`config.mk`:
```
export PLATFORM = sky130hd
export DESIGN_NAME = vng_div_cell
export DESIGN_NICKNAME = d
export VERILOG_FILES = /design/src/hw/rtl/assert_macros.svh /design/src/hw/rtl/vng_pkg.sv /design/src/hw/rtl/vng_div_cell.sv
export SDC_FILE = /design/constraint.sdc
export NUM_CORES = 1
export LEC_CHECK = 0
export BUFFER_PORTS_ARGS = -buffer_cell sky130_fd_sc_hd__clkbuf_2
export CAP_MARGIN = 20
export CORE_AREA = 2 2 160 162
export CTS_BUF_LIST = sky130_fd_sc_hd__clkbuf_8
export CTS_CLUSTER_DIAMETER = 40
export DETAILED_ROUTE_END_ITERATION = 12
export DIE_AREA = 0 0 162 164
export PLACE_DENSITY = 0.7
export SLEW_MARGIN = 10
export SYNTH_ARGS = -nofsm -noshare
export SYNTH_HDL_FRONTEND = slang
export SYNTH_SLANG_ARGS = --single-unit
```
`constraint.sdc`:
```
create_clock -name clk -period 3.2 [get_ports clk]
set_input_delay 0.48 -clock clk [delete_from_list [all_inputs] [get_ports clk]]
set_output_delay 0.48 -clock clk [all_outputs]
set_load 0.01 [all_outputs]
```
`src/hw/rtl/assert_macros.svh`:
```
// Assertion macros shared by the value noise height generator RTL
`ifndef ASSERT_MACROS_SVH
`define ASSERT_MACROS_SVH
`ifndef SYNTH
// checked property, masked while reset is high
`define VNG_ASSERT(lbl, clk, rst, prop, msg) \
  lbl: assert property (@(posedge clk) disable iff (rst) prop) else $error(msg);
// checked property, also live during reset
`define VNG_ASSERT_RST(lbl, clk, prop, msg) \
  lbl: assert property (@(posedge clk) prop) else $error(msg);
`else
`define VNG_ASSERT(lbl, clk, rst, prop, msg)
`define VNG_ASSERT_RST(lbl, clk, prop, msg)
`endif
`endif

```
`src/hw/rtl/vng_pkg.sv`:
```
// Shared types, constants and the cosine weight function
`timescale 1ns / 1ps
package vng_pkg;

  typedef struct packed {
    logic valid;
    logic sign_x;
    logic sign_z;
  } ctl_t;

  typedef enum logic [2:0] {
    REG_SEED    = 3'd0,
    REG_OCTAVES = 3'd1,
    REG_GAIN    = 3'd2,
    REG_SMOOTH  = 3'd3,
    REG_OFFSET  = 3'd4,
    REG_ROUGH   = 3'd5
  } reg_idx_t;

  localparam logic [31:0] HASH_Z_MUL = 32'd57;
  localparam int          HASH_SHIFT = 13;
  localparam logic [31:0] HASH_MUL   = 32'd60493;
  localparam logic [31:0] HASH_ADD1  = 32'd19990303;
  localparam logic [31:0] HASH_ADD2  = 32'd1376312589;
  localparam logic [31:0] HASH_MASK  = 32'h7fffffff;

  localparam longint unsigned PI_Q30  = 64'd3373259426;
  localparam longint unsigned ONE_Q30 = 64'd1073741824;

  // Q1.16 weight (1 - cos(pi*idx/2^bits))/2, Taylor series in Q30.
  // Only called with constant arguments.
  function automatic logic [16:0] cos_weight(input int unsigned idx,
                                             input int unsigned bits);
    longint unsigned theta;
    longint unsigned th2;
    longint unsigned term;
    longint unsigned w;
    longint          c;
    longint          diff;
    int unsigned     half;
    int unsigned     j;
    half = 32'd1 << (bits - 1);
    j = (idx > half) ? ((32'd1 << bits) - idx) : idx;
    theta = (PI_Q30 * longint'(j)) >> bits;
    th2 = (theta * theta) >> 30;
    term = ONE_Q30;
    c = longint'(ONE_Q30);
    term = ((term * th2) >> 30) / 2;   c = c - longint'(term);
    term = ((term * th2) >> 30) / 12;  c = c + longint'(term);
    term = ((term * th2) >> 30) / 30;  c = c - longint'(term);
    term = ((term * th2) >> 30) / 56;  c = c + longint'(term);
    term = ((term * th2) >> 30) / 90;  c = c - longint'(term);
    term = ((term * th2) >> 30) / 132; c = c + longint'(term);
    term = ((term * th2) >> 30) / 182; c = c - longint'(term);
    term = ((term * th2) >> 30) / 240; c = c + longint'(term);
    term = ((term * th2) >> 30) / 306; c = c - longint'(term);
    term = ((term * th2) >> 30) / 380; c = c + longint'(term);
    diff = longint'(ONE_Q30) - c;
    if (diff < 0) diff = 0;
    w = (longint'(diff) + 64'd16384) >> 15;
    if (w > 64'd32768) w = 64'd32768;
    if (idx > half) return 17'(64'd65536 - w);
    return 17'(w);
  endfunction

endpackage

```
`src/hw/rtl/vng_div_cell.sv`:
```
// One quotient bit of the pipelined coordinate divider (x and z lanes)
`timescale 1ns / 1ps
module vng_div_cell #(
  parameter int MAGW = 25,
  parameter int SH   = 31,
  parameter int STEP = 0
) (
  input  logic                  clk,
  input  logic                  rst,
  input  logic                  adv,
  input  logic [15:0]           sm,
  input  vng_pkg::ctl_t         ctl_in,
  input  logic [MAGW-1:0]       mag_x_in,
  input  logic [MAGW-1:0]       mag_z_in,
  input  logic [15:0]           rem_x_in,
  input  logic [15:0]           rem_z_in,
  input  logic [MAGW+SH-1:0]    quo_x_in,
  input  logic [MAGW+SH-1:0]    quo_z_in,
  output vng_pkg::ctl_t         ctl_out,
  output logic [MAGW-1:0]       mag_x_out,
  output logic [MAGW-1:0]       mag_z_out,
  output logic [15:0]           rem_x_out,
  output logic [15:0]           rem_z_out,
  output logic [MAGW+SH-1:0]    quo_x_out,
  output logic [MAGW+SH-1:0]    quo_z_out
);
  localparam int QW  = MAGW + SH;
  localparam int BIT = QW - 1 - STEP;

  logic              bx, bz;
  logic [16:0]       rx, rz, rx_sub, rz_sub;
  logic              gex, gez;
  logic [QW-1:0]     qx_next, qz_next;

  // dividend is mag followed by SH zero bits
  generate
    if (BIT >= SH) begin : g_mag_bit
      assign bx = mag_x_in[BIT-SH];
      assign bz = mag_z_in[BIT-SH];
    end else begin : g_zero_bit
      assign bx = 1'b0;
      assign bz = 1'b0;
    end
  endgenerate

  always_comb begin
    rx = {rem_x_in, bx};
    rz = {rem_z_in, bz};
    gex = rx >= {1'b0, sm};
    gez = rz >= {1'b0, sm};
    rx_sub = gex ? (rx - {1'b0, sm}) : rx;
    rz_sub = gez ? (rz - {1'b0, sm}) : rz;
    qx_next = quo_x_in;
    qz_next = quo_z_in;
    qx_next[BIT] = gex;
    qz_next[BIT] = gez;
  end

  always_ff @(posedge clk) begin
    if (rst) begin
      ctl_out <= '0;
    end else if (adv) begin
      ctl_out <= ctl_in;
    end
  end

  always_ff @(posedge clk) begin
    if (adv) begin
      mag_x_out <= mag_x_in;
      mag_z_out <= mag_z_in;
      rem_x_out <= rx_sub[15:0];
      rem_z_out <= rz_sub[15:0];
      quo_x_out <= qx_next;
      quo_z_out <= qz_next;
    end
  end
endmodule

```
# After elaboration in Yosys (flattened, before gate mapping)
# Index checks and enable logic that the tools add are counted.
[totals]
register_bits = 197
wordCells = 15
input_bits = 216
output_inout_bits = 197
[classes]
n_addsub = 2
mux = 2
order_cmp = 2
[op_table]
columns = ["cell", "count"]
rows = [
  ["17-bit by 16-bit greater-or-equal comparator with 1-bit output", 2],
  ["16-bit two-way mux", 2],
  ["16-bit subtractor", 2],
]

# Depth between registers and ports, before layout
# Gate-level depths: netlist of the first run.
[depth]
depth_word = 2
ltp_mapped = 11
mapped_depth_nobuf = 10

# Worst setup path after synthesis of the first run
# No wires, ideal clock.
[synth_path]
path_kind = "input-to-reg"
from = "input sm[1]"
to = "register rem_x_out[10], data pin"
n_path_buf = 2
arrival_time_ns = 2.592
required_time_ns = 2.940
slack_ns = 0.348
stages = 11
path_cell_list = "inv_1 -> ha_1 -> nor2b_4 -> o31a_1 -> o31a_4 -> o211ai_2 -> nand4_1 -> a211o_1 -> buf_6 -> buf_12 -> mux2_4"
[synth_between]
elab_chain_cells = 2
elab_cells_between_ends = 3
classes_between = "add/sub (1); order compare (1); mux (1)"
[synth_lines]
columns = ["element", "line_no", "rtl"]
rows = [
  ["start, declared", "vng_div_cell.sv:11", "input logic [15:0] sm,"],
  ["17-bit by 16-bit greater-or-equal comparator with 1-bit output", "vng_div_cell.sv:49", "gex = rx >= {1'b0, sm};"],
  ["named net gex", "vng_div_cell.sv:32", "logic gex, gez;"],
  ["16-bit two-way mux", "vng_div_cell.sv:51", "rx_sub = gex ? (rx - {1'b0, sm}) : rx;"],
  ["named net rx_sub[10]", "vng_div_cell.sv:31", "logic [16:0] rx, rz, rx_sub, rz_sub;"],
  ["end signal, assigned", "vng_div_cell.sv:71", "rem_x_out <= rx_sub[15:0];"],
  ["end, declared", "vng_div_cell.sv:22", "output logic [15:0] rem_x_out,"],
]
# The timed path passes the listed nets, and every way through them passes these cells.
# A chain may end at the register's enable or synchronous reset.

# Final worst setup path of the first run
[layout_path]
from = "input mag_z_in[24]"
to = "register rem_z_out[14], data pin"
[layout_between]
elab_chain_cells = 2
elab_cells_between_ends = 3
classes_between = "add/sub (1); order compare (1); mux (1)"
[layout_lines]
columns = ["element", "line_no", "rtl"]
rows = [
  ["start, declared", "vng_div_cell.sv:14", "input logic [MAGW-1:0] mag_z_in,"],
  ["16-bit subtractor or 17-bit by 16-bit greater-or-equal comparator with 1-bit output (tied branches)", "vng_div_cell.sv:52, vng_div_cell.sv:50", ""],
  ["16-bit two-way mux *", "vng_div_cell.sv:52", "rz_sub = gez ? (rz - {1'b0, sm}) : rz;"],
  ["named net rz_sub[14]", "vng_div_cell.sv:31", ""],
  ["end signal, assigned", "vng_div_cell.sv:72", "rem_z_out <= rz_sub[15:0];"],
  ["end, declared", "vng_div_cell.sv:23", "output logic [15:0] rem_z_out,"],
]
# Mark *: on every way through the listed nets, which the timed path passes. The rest lies on a longest branch.

==> results of run 1 <==
## Yosys cell counts (2+ instances only)
library cell  instances
mux2_2                8
nand3b_1              2
a21boi_0              2
or2_2                 2
and3_1                2
a31oi_1               3
nand4_1               5
xor2_1                8
ha_1                 32
dfxtp_1               3
a21oi_1              25
mux2i_1               6
fa_1                  2
edfxtp_1            194
inv_1                26
xnor2_1              14
buf_2                 3
o31ai_1               2
a21o_1                5
nand3_1               6
nand4b_1              2
o31a_1                2
a211o_1               2
nand2_1              33
or4_1                 2
o21ai_0              31
nor2b_1               7
o2111ai_1             3
mux2_4                6
a211oi_1              2
o21a_1                3
nor2_1               21
## per-stage QoR
step	total power, uW	worst slack (ns)	hold WS [ns]	std cells	utilization, %
floorplan	3734	0.3477	0.5279	484	-
global placement	4247	0.1720	0.4761	1232	42.18
detailed placement	4270	0.1682	0.4844	1232	42.18
CTS	5945	0.6678	0.1442	1264	43.89
global route	6145	0.4654	0.1343	1264	43.89
finish	5857	0.6106	0.1841	1264	43.89
## worst min-delay path by stage
| stage | end | cells after the start | slack (ns) |
|---|---|---|---|
| after CTS | quo_z_out[44] | 1 | 0.14 |
| final | quo_z_out[4] | 1 | 0.18 |
| after detailed placement | ctl_out[0] | 2 | 0.48 |
| after global routing | quo_z_out[24] | 1 | 0.13 |
| after floorplan | ctl_out[0] | 2 | 0.53 |
| after global placement | ctl_out[1] | 2 | 0.48 |
## state kept, by name (all words and copies together), names as in the netlist
name       flops
rem_z_out     16
mag_x_out     25
rem_x_out     16
ctl_out        3
mag_z_out     25
quo_x_out     56
quo_z_out     56
## routing by layer
layer | routed length (microns) | share of wire (%) | vias up | track usage [%]
met5 | 13 | 0.060 | - | 0
met4 | 510 | 2.3 | 2 | 5.792
met3 | 1595 | 7.3 | 29 | 4.419
met2 | 11640 | 54 | 263 | 28.92
met1 | 7961 | 37 | 2684 | 16.75
li1 | - | - | 2723 | -
## area by class of cell
type	count	area, sq um
fill	2327	13920
sequential	197	5886
timing repair buffer	423	2183
multi-input combinational	256	1888
tap	330	412.9
clock buffer	17	234.0
clock inverter	15	192.7
inverter	26	97.59
## cells by family (layout without fill, tap and decap cells)
family | after synthesis | count (layout)
DFF | 197 | 197
xor gates and xnor gates | 22 | 22
AOI/OAI and AO/OA | 92 | 92
and+or+nand+nor | 88 | 88
adders and majority gates | 34 | 34
muxes | 20 | 20
buffers and inverters | 31 | 481
## power groups by stage
stage / combinational (uW) / clock, uW / sequential (uW)
floorplan: 369 / 0 / 3360
global placement: 1020 / 0 / 3230
detailed placement: 1030 / 0 / 3240
CTS: 1040 / 1730 / 3180
global route: 1120 / 1830 / 3200
finish: 1030 / 1660 / 3170
==> summary.txt, run 1 <==
Floorplanning
  – Initial Util: 31.90%
  – Core ar.: 24820 sq um
  – Die Footprint: 26570 sq um
  – Top Ports: 413
  – Die Y: 164 microns
  – Die Wd: 162 microns
  – Num rows: 58

Routing
  – Drt drc: 0
  – Routed WL: 21730 microns
  – Via density per instance: 4.510
  – Routed Antenna Nets: 0
  – Drt pass-1 iters: 4
  – WL/cell: 17.19 microns
  – Initial drt markers: 399
  – Via count: 5701

GRT
  – Vias in the first global route: 5522
  – Antenna violations before repair: 1
  – GRT Total Usage: 15.54%
  – Largest net degree at the start of global routing: 75
  – Gr ovfl total: 0
  – First-pass GRT wire length: 30970 microns

Power
  – Pwr dens: 537.7 nW/um^2
  – Maximum VDD drop: 0.2644 mV
  – Flop pwr share: 54.2%
  – Switching Share: 28.45%
  – Internal power: 4191 uW
  – Clock group share of total power: 28.3%
  – Combinational Power Share: 17.5%
  – Net Switching: 1666 uW
  – Leakage: 0.004888 uW

STA
  – Worst Skew: 0 ns
  – F_max: 0.3862 GHz
  – Tightest Pin Transition: 0.6033 ns
  – Final hold vios: 0
  – Period utilisation layout: 80.92%
  – Fin crit period: 2.589 ns
  – Max-Slew Margin vs Limit: 59.78%
  – Slew Viols, Final: 0
  – RSZ-0062 raised after global routing: no
  – Setup-failing EPs final: 0
  – Setup TNS: 0 ns

Job
  – Max cap viols: 0

Setup path
  – R2r worst-path depth: 2
  – CP peak stage delay: 0.68 ns
  – Worst r2r src: ctl_out[1]
  – Worst Setup SP: mag_z_in[24]
  – Reg-to-reg slack, setup: 2.61 ns
  – WP data arrival: 2.88 ns
  – Critical Path Source Type: input port
  – Worst-path cell chain: clkbuf_2, inv_1, ha_1, fa_1, nor2b_1, o2111ai_1, nand4b_1, a31oi_1, or4b_2, a41oi_1
  – Slowest cell on crit path: or4b_2
  – Worst path required time: 3.49 ns
  – Worst reg2reg endpoint: ctl_out[1]
  – Crit path kind: in2reg
  – Bufs and invs on worst path: 2
  – CP Capture Point: rem_z_out[14]
  – Crit-path leading delay family: simple AND/OR/NAND/NOR gates
  – WP depth: 10
  – Crit. End Element: flip-flop
  – CP max FO: 5

Placed design
  – Post-DP HPWL: 17500 microns
  – Routability cong.: 0.8234
  – Port-buffer cells: 410
  – Placed inst area: 10470 sq um

Yosys
  – Synth area leader: edfxtp_1
  – Post-synthesis simple-gate area fraction: 5.468%
  – Xor/xnor share of the synthesized area: 2.434%
  – Number of flops mapped to enable cells by yosys: 194
  – Top-area cell type share of the netlist area: 73.58%
  – Syn Area/Cell: 16.36 sq um
  – Post-synthesis adder-cell area fraction: 5.563%
  – Syn Nets: 734
  – Cells after Synth: 484
  – Warnings from Yosys: 0
  – Mux contribution to synthesized area: 3.034%
  – Register bit total from synthesis: 197
  – Ys async rst share: 0%
  – Post-synthesis cell area: 7918 sq um
  – Top FF cell, synth: edfxtp_1
  – Seq/Total Area, Yosys: 74.34%
  – Post-synthesis compound-gate area fraction: 7.348%
  – Count of cell types in the netlist: 52
  – Largest family of logic cells by synthesized area: compound AO/OA/AOI/OAI gates
  – Largest cells by area after synthesis: edfxtp_1 (74%), ha_1 (5.1%), o21ai_0 (2.0%), a21oi_1 (1.6%), nand2_1 (1.6%)

Final layout
  – Leading cell type in the layout, fill and taps excluded: clkbuf_2
  – Area Overhead vs Synth: 37.59%
  – # diodes: 0
  – Design area: 10890 sq um
  – Layout cells sized above 1: 51.07%
  – Nets: 1171
  – Most frequent cells in the layout: clkbuf_2 (409), edfxtp_1 (194), nand2_1 (33), ha_1 (32), o21ai_0 (31)

Clocking
  – Clk slew on worst S/H paths: 0.13 ns
  – Number of H-tree levels: 4
  – Clock sinks: 197
  – Inserted Clock Buffers: 17
  – Cts hold-fix bufs: 0
  – Root Driver: clkbuf_8
  – Post-cts sizing count: 0
  – CTS tree: done
  – CTS max path bufs: 2
  – Clk_lat worst skew: 0.45 ns
  – Post-CTS Setup Inserts: 0

Hold path
  – Path type of the worst min-delay path: in2reg
  – Min-Delay Startpoint: quo_z_in[4]

Status
  – Run status: finished, final reports clean
No activity file was read; power rests on OpenSTA's default activity.
==> run 2: changes to the inputs <==
==> constraint.sdc (replaced) <==
create_clock -name clk -period 2.7 [get_ports clk]
set_input_delay 0.405 -clock clk [delete_from_list [all_inputs] [get_ports clk]]
set_output_delay 0.405 -clock clk [all_outputs]
set_load 0.01 [all_outputs]
==> run 2 against run 1 <==
Compared with the run above:
- critical path depth grew 1
- global-route usage grew 0.17 points
- design area grew 2.2%
- sequential power grew 19%
- critical endpoint is now rem_x_out[11]
- non-clock buffer count grew 27
- first-iteration DRC count shrank 25%
- sequential share of layout area shrank 1.2 points
- core utilization grew 0.97 points
==> summary.txt, run 2 (same netlist as run 1, synthesis figures left out) <==
Hold path
  – Hold path depth: 1
  – Min-Delay Startpoint: quo_z_in[46]
  – Path type of the worst min-delay path: in2reg
  – Worst Hold End: quo_z_out[46]

STA
  – Fin crit period: 2.360 ns
  – Period utilisation layout: 87.41%
  – Tightest Pin Transition: 0.5170 ns
  – F_max: 0.4237 GHz
  – Setup-failing EPs final: 0
  – RSZ-0062 raised after global routing: no
  – Final hold vios: 0
  – Setup TNS: 0 ns
  – Worst Skew: 0 ns
  – Max-Slew Margin vs Limit: 65.53%
  – Slew Viols, Final: 0

Status
  – Run status: finished, final reports clean

Setup path
  – Critical Path Source Type: input port
  – Worst-path cell chain: clkbuf_2, inv_4, ha_4, nor2b_4, o31a_1, o31a_4, o211ai_2, nand4_1, a211o_1, buf_12, mux2_4
  – Crit path kind: in2reg
  – Worst reg2reg endpoint: ctl_out[2]
  – Worst r2r src: ctl_out[2]
  – Crit. End Element: flip-flop
  – R2r worst-path depth: 2
  – Slowest cell on crit path: o31a_4
  – WP data arrival: 2.58 ns
  – Worst path required time: 2.92 ns
  – Reg-to-reg slack, setup: 2.11 ns
  – CP max FO: 17
  – CP peak stage delay: 0.36 ns

Final layout
  – Fill count: 2318
  – Most frequent cells in the layout: clkbuf_2 (409), edfxtp_1 (194), buf_4 (37), nand2_1 (33), o21ai_0 (31)
  – Leading cell type in the layout, fill and taps excluded: clkbuf_2
  – Nets: 1198
  – Design area: 11140 sq um
  – Layout cells sized above 1: 52.65%
  – Top flop regs: quo_x_out (56), quo_z_out (56)
  – Fin cells: 1292
  – Area Overhead vs Synth: 40.64%
  – Final Util: 44.87%

Clocking
  – Number of H-tree levels: 4
  – Clk_lat worst skew: 0.45 ns
  – CTS tree: done
  – Post-cts sizing count: 0
  – CTS max path bufs: 2
  – Cts hold-fix bufs: 0
  – Root Driver: clkbuf_8
  – Clk slew on worst S/H paths: 0.12 ns
  – Inserted Clock Buffers: 17
  – Clock sinks: 197
  – Post-CTS Setup Inserts: 0

Floorplanning
  – Die Footprint: 26570 sq um
  – Die Wd: 162 microns
  – Num rows: 58
  – Die Y: 164 microns
  – Initial Util: 31.90%
  – Core ar.: 24820 sq um
  – Top Ports: 413

GRT
  – GRT Total Usage: 15.71%
  – Antenna violations before repair: 0
  – Largest net degree at the start of global routing: 60
  – First-pass GRT wire length: 31130 microns
  – Gr ovfl total: 0
  – Vias in the first global route: 5639

Placed design
  – Placed inst area: 10710 sq um
  – Placed Cells: 1259
  – Routability cong.: 0.8187
  – Post-DP HPWL: 17870 microns
  – Port-buffer cells: 410

Routing
  – Drt drc: 0
  – Initial drt markers: 300
  – Via count: 5728
  – Drt pass-1 iters: 4
  – Via density per instance: 4.433
  – WL/cell: 16.93 microns
  – Routed Antenna Nets: 0
  – Routed WL: 21870 microns

Power
  – Maximum VDD drop: 0.2770 mV
  – Pwr dens: 629.5 nW/um^2
  – Leakage: 0.005020 uW

Job
  – Max cap viols: 0
[run 2: layout make-up]
type	instances	area, sq um	share of cell area [%]
Antenna cell	1	2.502	0.02247
Clock buffer	17	234.0	2.101
Clock inverter	15	188.9	1.697
Inverter	26	100.1	0.8989
Multi-Input combinational cell	256	1913	17.18
Sequential cell	197	5886	52.85
Tap cell	330	412.9	3.708
Timing Repair Buffer	450	2399	21.54
[run 2: routing by layer]
metal / GRT usage (%) / share of wire [%] / up-vias
li1: - / - / 2784
met4: 5.994 / 2.6 / 0
met1: 17.39 / 38 / 2679
met2: 29.09 / 54 / 233
met5: 0 / 0 / -
met3: 3.838 / 6.2 / 32
[run 2: worst max path at each step]
stage	start	endpoint	slack (ns)	cells past startpoint
2_1_floorplan	sm[1]	rem_x_out[10]	0.003	11
3_3_place_gp	sm[1]	rem_x_out[13]	-0.12	11
3_5_place_dp	sm[1]	rem_x_out[13]	-0.15	11
4_1_cts	sm[1]	rem_x_out[11]	0.38	11
5_1_grt	sm[1]	rem_x_out[9]	0.29	11
6_report	sm[1]	rem_x_out[11]	0.34	11
[run 2: through the flow]
step | total power, uW | hold WS [ns] | worst slack [ns]
finish | 7010 | 0.1009 | 0.3400
global route | 7370 | 0.05225 | 0.2921
CTS | 7123 | 0.06765 | 0.3766
detailed placement | 5135 | 0.4882 | -0.1529
global placement | 5106 | 0.4774 | -0.1193
floorplan | 4429 | 0.4774 | 0.002948
[run 2: where the power goes]
part	total [uW]	leakage [uW]	internal (uW)	switching, uW
Clock	1970	0.000211	735	1230
Sequential	3770	0.00192	3690	80.5
Combinational	1280	0.00289	592	685
[run 2: critical path: cells and delay by family]
| family | cells | cell delay, ns |
|---|---|---|
| AOI/OAI and AO/OA | 4 | 1.11 |
| buffers and inverters | 3 | 0.33 |
| muxes | 1 | 0.30 |
| and+or+nand+nor | 2 | 0.22 |
| adders and majority gates | 1 | 0.20 |
==> run 3: changes to the inputs <==
--- a/config.mk
+++ b/config.mk
@@ -7,12 +7,12 @@
 export LEC_CHECK = 0
 export BUFFER_PORTS_ARGS = -buffer_cell sky130_fd_sc_hd__clkbuf_2
 export CAP_MARGIN = 20
-export CORE_AREA = 2 2 160 162
+export CORE_AREA = 2 2 162 164
 export CTS_BUF_LIST = sky130_fd_sc_hd__clkbuf_8
 export CTS_CLUSTER_DIAMETER = 40
 export DETAILED_ROUTE_END_ITERATION = 12
-export DIE_AREA = 0 0 162 164
-export PLACE_DENSITY = 0.7
+export DIE_AREA = 0 0 164 166
+export PLACE_DENSITY = 0.69
 export SLEW_MARGIN = 10
 export SYNTH_ARGS = -nofsm -noshare
 export SYNTH_HDL_FRONTEND = slang
==> run 3 against run 2 <==
Compared with the run above:
- combinational power about the same
- worst hold slack improved by 0.0013 ns
- clock-buffer cell count did not move
- global-route usage hardly changed
- first-iteration DRC count decreased by 5.7%
- sequential cell count did not move
- sequential power hardly changed
- critical path depth rose by 1
- setup slack worse by 0.073 ns
- largest cell class unchanged
- critical endpoint is now rem_x_out[15]
- clock skew unchanged
- maximum frequency down 3.0%
- core utilization down 1.3 points
==> summary.txt, run 3 (same netlist as run 1, synthesis figures left out) <==
Status
  – Run status: finished, final reports clean

GRT
  – Antenna violations before repair: 0
  – Vias in the first global route: 5622
  – Gr ovfl total: 0
  – First-pass GRT wire length: 32090 microns
  – GRT Total Usage: 15.71%
  – Largest net degree at the start of global routing: 60

Setup path
  – CP max FO: 4
  – R2r worst-path depth: 2
  – Crit path kind: in2reg
  – Reg-to-reg slack, setup: 2.09 ns
  – CP Capture Point: rem_x_out[15]
  – Worst path required time: 2.92 ns
  – WP data arrival: 2.65 ns
  – Worst Setup SP: sm[1]
  – Crit. End Element: flip-flop
  – Worst r2r src: ctl_out[1]
  – Critical Path Source Type: input port
  – Worst reg2reg endpoint: ctl_out[1]

Final layout
  – # diodes: 0
  – Multi-input gate area: 1913 sq um
  – Layout cells sized above 1: 52.75%
  – Area Overhead vs Synth: 41.01%
  – Reg area: 5886 sq um
  – Final Util: 43.58%
  – Top flop regs: quo_x_out (56), quo_z_out (56)
  – Fin cells: 1298
  – Fill count: 2365
  – Nets: 1200
  – Most frequent cells in the layout: clkbuf_2 (409), edfxtp_1 (194), buf_4 (38), nand2_1 (33), o21ai_0 (31)
  – Leading cell type in the layout, fill and taps excluded: clkbuf_2

Hold path
  – Min-Delay Startpoint: quo_z_in[24]
  – Path type of the worst min-delay path: in2reg

STA
  – Final hold vios: 0
  – Setup-failing EPs final: 0
  – Worst Skew: 0 ns
  – Worst hold slack: 0.1022 ns
  – Tightest Pin Transition: 0.5185 ns
  – Setup TNS: 0 ns
  – Slew Viols, Final: 0
  – Fin crit period: 2.433 ns
  – RSZ-0062 raised after global routing: no
  – Max-Slew Margin vs Limit: 65.43%
  – Period utilisation layout: 90.12%
  – F_max: 0.4110 GHz

Floorplanning
  – Die Footprint: 27220 sq um
  – Num rows: 59
  – Initial Util: 30.91%
  – Die Y: 166 microns
  – Core ar.: 25620 sq um
  – Die Wd: 164 microns
  – Top Ports: 413

Clocking
  – Post-CTS Setup Inserts: 0
  – Clk slew on worst S/H paths: 0.13 ns
  – CTS max path bufs: 2
  – Clk_lat worst skew: 0.45 ns
  – Post-cts sizing count: 0
  – Inserted Clock Buffers: 17
  – CTS tree: done
  – Root Driver: clkbuf_8
  – Cts hold-fix bufs: 0
  – Clock sinks: 197
  – Number of H-tree levels: 4

Routing
  – Routed Antenna Nets: 0
  – Drt pass-1 iters: 5
  – Via count: 5817
  – Initial drt markers: 283
  – Drt drc: 0
  – WL/cell: 17.07 microns
  – Routed WL: 22160 microns
  – Via density per instance: 4.482

Placed design
  – Post-DP HPWL: 17860 microns
  – Port-buffer cells: 410
  – Routability cong.: 0.8199
  – Placed Cells: 1266

Power
  – Pwr dens: 626.1 nW/um^2
  – Leakage: 0.005033 uW
  – Maximum VDD drop: 0.3901 mV
  – Final total power: 6990 uW

Job
  – Max cap viols: 0
-- run 3: area by class of cell --
class                           instances  share of cell area (%)
Sequential cell                       197                   52.72
Timing Repair Buffer                  452                   21.73
Multi-Input combinational cell        256                   17.14
Tap cell                              335                   3.754
Clock buffer                           17                   2.096
Clock inverter                         15                   1.670
Inverter                               26                  0.8966
-- run 3: layer usage --
metal,share of wire [%],track usage (%)
met1,37,17.25
met3,7.8,4.446
met2,53,29.06
met5,0,0
met4,1.9,4.691
-- run 3: worst min-delay path by stage --
stage	slack (ns)	endpoint	cells after the start
global placement	0.48	ctl_out[2]	2
finish	0.10	quo_z_out[24]	1
detailed placement	0.49	ctl_out[2]	2
global route	0.05	quo_z_out[17]	1
floorplan	0.48	ctl_out[0]	1
CTS	0.06	quo_z_out[50]	1
-- run 3: worst max-delay path, cell delays in order --
cell,delay [ns]
clkbuf_2,0.12
inv_4,0.04
ha_4,0.20
nor2b_4,0.12
o31a_1,0.30
o31a_4,0.36
buf_4,0.14
a211oi_1,0.25
buf_4,0.18
and4b_1,0.20
a2111oi_0,0.07
mux2_2,0.27
-- run 3: through the flow --
stage	instance area [sq um]	setup WS (ns)
CTS	11160	0.3036
global route	11160	0.1824
floorplan	7945	0.002948
detailed placement	10740	-0.2071
finish	11160	0.2668
global placement	10740	-0.1907
-- run 3: report_power, final --
| part | total, uW | switching [uW] | internal (uW) |
|---|---|---|---|
| combinational | 1290 | 694 | 598 |
| sequential | 3760 | 75.2 | 3690 |
| clock | 1940 | 1220 | 716 |
| total | 6990 | 1990 | 5000 |
